**config.mk**
```make
export PLATFORM = sky130hd
export DESIGN_NAME = sha1_message_digest_top
export DESIGN_NICKNAME = d
export VERILOG_FILES = /design/src/hw/rtl/sha1md_pkg.sv /design/src/hw/rtl/sha1_message_digest_top.sv /design/src/hw/rtl/sha1md_round.sv
export SDC_FILE = /design/constraint.sdc
export NUM_CORES = 2
export LEC_CHECK = 0
export BUFFER_PORTS_ARGS = -buffer_cell sky130_fd_sc_hd__buf_2
export CAP_MARGIN = 20
export CELL_PAD_IN_SITES_DETAIL_PLACEMENT = 2
export CELL_PAD_IN_SITES_GLOBAL_PLACEMENT = 2
export CORE_ASPECT_RATIO = 1.1
export CORE_MARGIN = 2
export CORE_UTILIZATION = 45
export DETAILED_ROUTE_END_ITERATION = 10
export HOLD_SLACK_MARGIN = 0.05
export PLACE_DENSITY_LB_ADDON = 0.12
export SETUP_SLACK_MARGIN = 0.05
export SYNTH_ARGS = -nofsm -noshare
export SYNTH_HDL_FRONTEND = slang
export SYNTH_HIERARCHICAL = 1
export SYNTH_SLANG_ARGS = --single-unit
```
**constraint.sdc**
```tcl
create_clock -name i_clk -period 108.1 [get_ports i_clk]
set_clock_uncertainty 0.1 [all_clocks]
set_input_delay 16.215 -clock i_clk [delete_from_list [all_inputs] [get_ports i_clk]]
set_output_delay 16.215 -clock i_clk [all_outputs]
set_load 0.01 [all_outputs]
```
**src/hw/rtl/sha1md_pkg.sv**
```systemverilog
// Shared types and constants for the SHA-1 message digest block.
`timescale 1ns / 1ps

package sha1md_pkg;

    typedef enum logic [2:0] {
        S_IDLE,
        S_PAD,
        S_ROUND,
        S_ADD,
        S_OUT
    } t_state;

    typedef enum logic [1:0] {
        PH_MARK,
        PH_ZERO,
        PH_LEN
    } t_pad_phase;

    typedef struct packed {
        logic [7:0] data_byte;
        logic       byte_present;
        logic       end_of_message;
    } t_in_item;

    typedef struct packed {
        logic [31:0] digest_word;
        logic [2:0]  word_index;
        logic        last_word;
    } t_out_item;

    // working variables a..e of the compression
    typedef struct packed {
        logic [31:0] a;
        logic [31:0] b;
        logic [31:0] c;
        logic [31:0] d;
        logic [31:0] e;
    } t_work;

    localparam logic [4:0][31:0] H_INIT = {
        32'hC3D2E1F0, 32'h10325476, 32'h98BADCFE, 32'hEFCDAB89, 32'h67452301
    };

    localparam logic [31:0] K_R0 = 32'h5A827999;
    localparam logic [31:0] K_R1 = 32'h6ED9EBA1;
    localparam logic [31:0] K_R2 = 32'h8F1BBCDC;
    localparam logic [31:0] K_R3 = 32'hCA62C1D6;

    localparam logic [6:0] ROUND_LAST  = 7'd79;
    localparam logic [6:0] ROUND_SEED  = 7'd16;
    localparam logic [6:0] ROUND_Q1    = 7'd20;
    localparam logic [6:0] ROUND_Q2    = 7'd40;
    localparam logic [6:0] ROUND_Q3    = 7'd60;

    localparam logic [7:0] PAD_MARK    = 8'h80;
    localparam logic [5:0] LEN_POS     = 6'd56;
    localparam logic [5:0] POS_LAST    = 6'd63;
    localparam logic [2:0] WORD_LAST   = 3'd4;
    localparam logic [63:0] BYTE_BITS  = 64'd8;

endpackage

```
**src/hw/rtl/sha1_message_digest_top.sv**
```systemverilog
// SHA-1 message digest: byte packing, padding sequencer, round loop and digest output.
// A message byte is taken while the block is idle; the byte that fills a block starts
// the 80 rounds on the shared round unit, then the chaining add.
// End of message: one pad byte per cycle (up to 72), one or two block compressions,
// then five digest items, one per cycle while not stalled.
// Sustained rate is set by the one-round-per-cycle loop; input stalls during compression.
// Synchronous active-low reset loads the initial chaining values and clears length.
`timescale 1ns / 1ps

module sha1_message_digest_top
    import sha1md_pkg::*;
(
    input  logic      i_clk,
    input  logic      i_rst_n,
    input  logic      i_in_valid,
    output logic      o_in_stall,
    input  t_in_item  i_in_item,
    output logic      o_out_valid,
    input  logic      i_out_stall,
    output t_out_item o_out_item
);

    t_state           r_state, n_state;
    t_pad_phase       r_phase, n_phase;
    logic [511:0]     r_blk, n_blk;
    logic [4:0][31:0] r_chain, n_chain;
    t_work            r_wk, n_wk;
    logic [6:0]       r_cnt, n_cnt;
    logic [5:0]       r_pos, n_pos;
    logic [63:0]      r_len, n_len;
    logic             r_padding, n_padding;
    logic             r_done, n_done;
    logic [2:0]       r_oidx, n_oidx;

    logic        in_acc;
    logic        out_acc;
    logic [7:0]  pad_byte;
    logic [5:0]  len_msb;
    logic [31:0] w_mix;
    logic [31:0] w_t;
    t_work       round_out;

    assign in_acc  = i_in_valid && !o_in_stall;
    assign out_acc = o_out_valid && !i_out_stall;

    // schedule word: block words come out of the top of the buffer first
    assign w_mix = r_blk[95:64] ^ r_blk[255:224] ^ r_blk[447:416] ^ r_blk[511:480];
    assign w_t   = (r_cnt < ROUND_SEED) ? r_blk[511:480] : {w_mix[30:0], w_mix[31]};

    assign len_msb = POS_LAST - {r_pos[2:0], 3'b000};

    always_comb begin
        case (r_phase)
            PH_MARK: pad_byte = PAD_MARK;
            PH_ZERO: pad_byte = 8'h00;
            PH_LEN:  pad_byte = r_len[len_msb -: 8];
            default: pad_byte = 8'h00;
        endcase
    end

    sha1md_round u_round (
        .i_work  (r_wk),
        .i_w     (w_t),
        .i_round (r_cnt),
        .o_work  (round_out)
    );

    // next state
    always_comb begin
        n_state = r_state;
        case (r_state)
            S_IDLE: begin
                if (in_acc) begin
                    if (i_in_item.byte_present && r_pos == POS_LAST) begin
                        n_state = S_ROUND;
                    end else if (i_in_item.end_of_message) begin
                        n_state = S_PAD;
                    end
                end
            end
            S_PAD: begin
                if (r_pos == POS_LAST) begin
                    n_state = S_ROUND;
                end
            end
            S_ROUND: begin
                if (r_cnt == ROUND_LAST) begin
                    n_state = S_ADD;
                end
            end
            S_ADD: begin
                if (r_done) begin
                    n_state = S_OUT;
                end else if (r_padding) begin
                    n_state = S_PAD;
                end else begin
                    n_state = S_IDLE;
                end
            end
            S_OUT: begin
                if (out_acc && r_oidx == WORD_LAST) begin
                    n_state = S_IDLE;
                end
            end
            default: n_state = S_IDLE;
        endcase
    end

    // datapath and outputs
    always_comb begin
        n_phase   = r_phase;
        n_blk     = r_blk;
        n_chain   = r_chain;
        n_wk      = r_wk;
        n_cnt     = r_cnt;
        n_pos     = r_pos;
        n_len     = r_len;
        n_padding = r_padding;
        n_done    = r_done;
        n_oidx    = r_oidx;
        case (r_state)
            S_IDLE: begin
                if (in_acc) begin
                    if (i_in_item.byte_present) begin
                        n_blk = {r_blk[503:0], i_in_item.data_byte};
                        n_pos = r_pos + 6'd1;
                        n_len = r_len + BYTE_BITS;
                    end
                    if (i_in_item.end_of_message) begin
                        n_padding = 1'b1;
                        n_phase   = PH_MARK;
                    end
                end
            end
            S_PAD: begin
                n_blk = {r_blk[503:0], pad_byte};
                n_pos = r_pos + 6'd1;
                if (r_phase != PH_LEN) begin
                    n_phase = (n_pos == LEN_POS) ? PH_LEN : PH_ZERO;
                end else if (r_pos == POS_LAST) begin
                    n_done = 1'b1;
                end
            end
            S_ROUND: begin
                n_wk  = round_out;
                n_blk = {r_blk[479:0], w_t};
                n_cnt = r_cnt + 7'd1;
            end
            S_ADD: begin
                n_chain[0] = r_chain[0] + r_wk.a;
                n_chain[1] = r_chain[1] + r_wk.b;
                n_chain[2] = r_chain[2] + r_wk.c;
                n_chain[3] = r_chain[3] + r_wk.d;
                n_chain[4] = r_chain[4] + r_wk.e;
            end
            S_OUT: begin
                if (out_acc) begin
                    n_oidx = r_oidx + 3'd1;
                    if (r_oidx == WORD_LAST) begin
                        n_chain   = H_INIT;
                        n_len     = '0;
                        n_pos     = '0;
                        n_padding = 1'b0;
                        n_done    = 1'b0;
                        n_oidx    = '0;
                    end
                end
            end
            default: ;
        endcase
        // load working variables when a block starts its rounds
        if (n_state == S_ROUND && r_state != S_ROUND) begin
            n_wk.a = r_chain[0];
            n_wk.b = r_chain[1];
            n_wk.c = r_chain[2];
            n_wk.d = r_chain[3];
            n_wk.e = r_chain[4];
            n_cnt  = '0;
        end
    end

    assign o_in_stall             = (r_state != S_IDLE);
    assign o_out_valid            = (r_state == S_OUT);
    assign o_out_item.digest_word = r_chain[r_oidx];
    assign o_out_item.word_index  = r_oidx;
    assign o_out_item.last_word   = (r_oidx == WORD_LAST);

    always_ff @(posedge i_clk) begin
        if (!i_rst_n) begin
            r_state   <= S_IDLE;
            r_phase   <= PH_MARK;
            r_chain   <= H_INIT;
            r_cnt     <= '0;
            r_pos     <= '0;
            r_len     <= '0;
            r_padding <= 1'b0;
            r_done    <= 1'b0;
            r_oidx    <= '0;
        end else begin
            r_state   <= n_state;
            r_phase   <= n_phase;
            r_chain   <= n_chain;
            r_cnt     <= n_cnt;
            r_pos     <= n_pos;
            r_len     <= n_len;
            r_padding <= n_padding;
            r_done    <= n_done;
            r_oidx    <= n_oidx;
        end
    end

    always_ff @(posedge i_clk) begin
        r_blk <= n_blk;
        r_wk  <= n_wk;
    end

endmodule

```
**src/hw/rtl/sha1md_round.sv**
```systemverilog
// One SHA-1 round: round function, constant select and the new working word.
`timescale 1ns / 1ps

module sha1md_round
    import sha1md_pkg::*;
(
    input  t_work       i_work,
    input  logic [31:0] i_w,
    input  logic [6:0]  i_round,
    output t_work       o_work
);

    logic [31:0] f;
    logic [31:0] k;
    logic [31:0] t;

    always_comb begin
        if (i_round < ROUND_Q1) begin
            f = (i_work.b & i_work.c) | (~i_work.b & i_work.d);
            k = K_R0;
        end else if (i_round < ROUND_Q2) begin
            f = i_work.b ^ i_work.c ^ i_work.d;
            k = K_R1;
        end else if (i_round < ROUND_Q3) begin
            f = (i_work.b & i_work.c) | (i_work.b & i_work.d) | (i_work.c & i_work.d);
            k = K_R2;
        end else begin
            f = i_work.b ^ i_work.c ^ i_work.d;
            k = K_R3;
        end
    end

    assign t = {i_work.a[26:0], i_work.a[31:27]} + f + i_work.e + k + i_w;

    assign o_work.a = t;
    assign o_work.b = i_work.a;
    assign o_work.c = {i_work.b[1:0], i_work.b[31:2]};
    assign o_work.d = i_work.c;
    assign o_work.e = i_work.d;

endmodule
```
==> metrics.txt <==
status finished, final reports clean; DP HPWL 129 mm; Starting Density 0.454; Async S/R FF share, synth 0; YS warnings 6; sequential fraction of the synthesis area 0.462; EDFF count, synth 672; Post-CTS Setup Bufs 0; Post-CTS Resized 0; final non-filler cell total 7215; DR pass1 iterations 5; I/O pins 52; placed instance area 55100 um^2; Synth Instances 5731; VDD IR-drop max 0.0127 mV; antenna cells 0; Yosys top cell by area edfxtp_1; initial antenna violation count 6; share of layout cells above drive strength 1 0.0924; placed cell count 7016; part of the power in registers 0.481; Critical Path Source Type flop; Area contributors post-synth edfxtp_1 37%, nand2_1 12%, dfxtp_1 9.0%; r2r setup slk 100460 ps; worst hold path depth 2; Clock Tree Root clkbuf_16; syn_nets 6067; Nets 5909; vias in the first global route 46400; critical path class flop to output pin; Hold Path Class flop to flop; Max-cap violations 0; GRT Total Usage 0.299; routability cong. 0.896; Post-Route Setup TNS 0 ps; synthesis-stage register bit count 916; site row count 133; # clock sinks 916; critical path data required time 91790 ps; port bufs 51; Rel. slew slack 0.265; Slew @ Worst Pin 1100 ps; Vias 42400; fin crit share 0.181; post-route ant nets 0; final WL 186 mm; WP data arrival 3250 ps; final slew viol count 0; DR iter-0 viols 3098; RSZ-0062 raised after global routing false; CTS Hold Bufs 0; Power Dens Cells 14.7 nW/um^2; die area 123000 um^2; H-tree level count 3; largest net degree at the start of global routing 226; GR Overflow Total 0; leakage power 23.9 nW; Core Region 119000 um^2; fin crit period 19560 ps; Reg clk slew, reported paths 60 ps; setup violators final 0; Vias per Instance 5.88; Switch Pwr 0.225 mW; DRC Markers 0; first-pass GRT wire length 283 mm; Cell Int Power 0.635 mW; clk_lat worst skew 740 ps; synth unique cells 83; Peak Freq 51.1 MHz; Num CTS Buffers 105; Yosys top cell area share 0.372; Area Growth Syn to Fin 7.97%; sw frac 0.261; Hold Fails Final Rpt 0; overall power 0.860 mW; finished layout cell area 58500 um^2; CTS tree done; Die Width 335 um; Syn Std Cell Area 54200 um^2; WL/cell 25.7 um; Gate power share 0.101; Bufs on Longest Clock Path 3; syn avg cell area 9.46 um^2; Clock power frac 0.418; largest fanout on the critical path 37; cells on worst reg2reg path 20; CP Capture Type output pin; Top FF cell, synth edfxtp_1; die height 368 um
-- state kept, by name, summed over array words and instances, names as in the netlist --
signal	cells
r_blk	512
r_wk	160
r_chain	160
r_len	61
r_done	1
r_oidx	3
r_phase	2
r_pos	6
r_cnt	7
r_padding	1
r_state	3
-- placed cells by master (no fill, tap or decap), types with 27 or more instances in the layout --
cell type / n
mux4_2: 44
xor2_1: 93
buf_4: 48
dfxtp_1: 241
inv_1: 266
nand3_1: 88
buf_2: 52
mux2_2: 169
nor2b_1: 28
xnor2_1: 207
and3_1: 34
or3_1: 32
a211oi_1: 29
clkbuf_16: 107
nand2_1: 1792
ha_1: 197
a21o_1: 90
nand2b_1: 27
fa_1: 125
mux2i_1: 38
a21oi_1: 223
edfxtp_1: 672
o21ai_0: 244
nor2_1: 293
nor3_1: 58
-- area by class of cell --
class / instances / area (um^2)
Multi-Input combinational cell: 4174 / 26300
Fill cell: 12600 / 60900
Clock buffer: 146 / 2960
Clock inverter: 51 / 445
Sequential cell: 916 / 25100
Inverter: 268 / 1010
Timing Repair Buffer: 108 / 788
Tap cell: 1552 / 1940
-- synthesized netlist by cell type, types with 22 or more instances --
master / n
a211oi_1: 31
fa_1: 125
a21o_1: 90
inv_1: 267
a31oi_1: 26
xnor2_1: 207
ha_1: 197
buf_4: 129
mux2i_1: 38
or3_1: 32
o21a_1: 25
mux4_2: 44
nand2b_1: 27
xor2_1: 93
nor3_1: 60
o22ai_1: 22
and3_1: 34
mux2_2: 169
nand2_1: 1793
dfxtp_1: 244
o21ai_0: 246
nand4_1: 23
nand3_1: 88
edfxtp_1: 672
nor2_1: 299
clkbuf_1: 213
a21oi_1: 223
nor2b_1: 28
a22oi_1: 24
-- metrics by stage --
step	utilization	worst slack (ps)	hold slack, ps
2_1_floorplan	-	52280	342
3_3_place_gp	0.461	87800	367
3_5_place_dp	0.461	87750	387
4_1_cts	0.490	88450	395
5_1_grt	0.490	88420	422
6_report	0.490	88540	397
-- worst max-delay path, stage by stage, from the launching register on --
cell and delay, ps:
dfxtp_2 1020, and3_1 290, buf_4 470, nand2_1 100, o21ai_0 320, buf_2 260
-- power groups by stage --
stage | sequential (mW) | combinational, mW | clock [mW]
6_report | 0.414 | 0.0867 | 0.359
5_1_grt | 0.416 | 0.0958 | 0.379
4_1_cts | 0.414 | 0.0873 | 0.366
3_5_place_dp | 0.421 | 0.0854 | 0
3_3_place_gp | 0.420 | 0.0789 | 0
2_1_floorplan | 0.437 | 0.0589 | 0
-- kinds of logic after synthesis --
group / Yosys count / synth area share
AOI/OAI and AO/OA: 854 / 0.0990
xor gates and xnor gates: 300 / 0.0485
adders and majority gates: 322 / 0.0916
buffers and inverters: 641 / 0.0535
DFF: 916 / 0.462
muxes: 252 / 0.0609
and+or+nand+nor: 2446 / 0.184
-- routing by layer --
layer / wire [um] / part of all wire / track usage
met2: 93400 / 0.50 / 0.526
met5: 28 / 0.00015 / 0
met3: 7430 / 0.040 / 0.0300
met1: 78700 / 0.42 / 0.382
met4: 6180 / 0.033 / 0.0994
-- worst paths after layout --
path | start | endpoint
worst max-delay path | r_oidx[2]$_SDFFE_PN0P_ | o_out_item[35]
worst min-delay path | r_cnt[1]$_SDFFE_PP0N_ | r_cnt[1]$_SDFFE_PP0N_
worst max register to register | r_cnt[4]$_SDFFE_PP0N_ | r_wk[159]$_DFFE_PP_
worst min register to register | r_cnt[1]$_SDFFE_PP0N_ | r_cnt[1]$_SDFFE_PP0N_
Note: power is estimated with default switching activity, not from simulation.
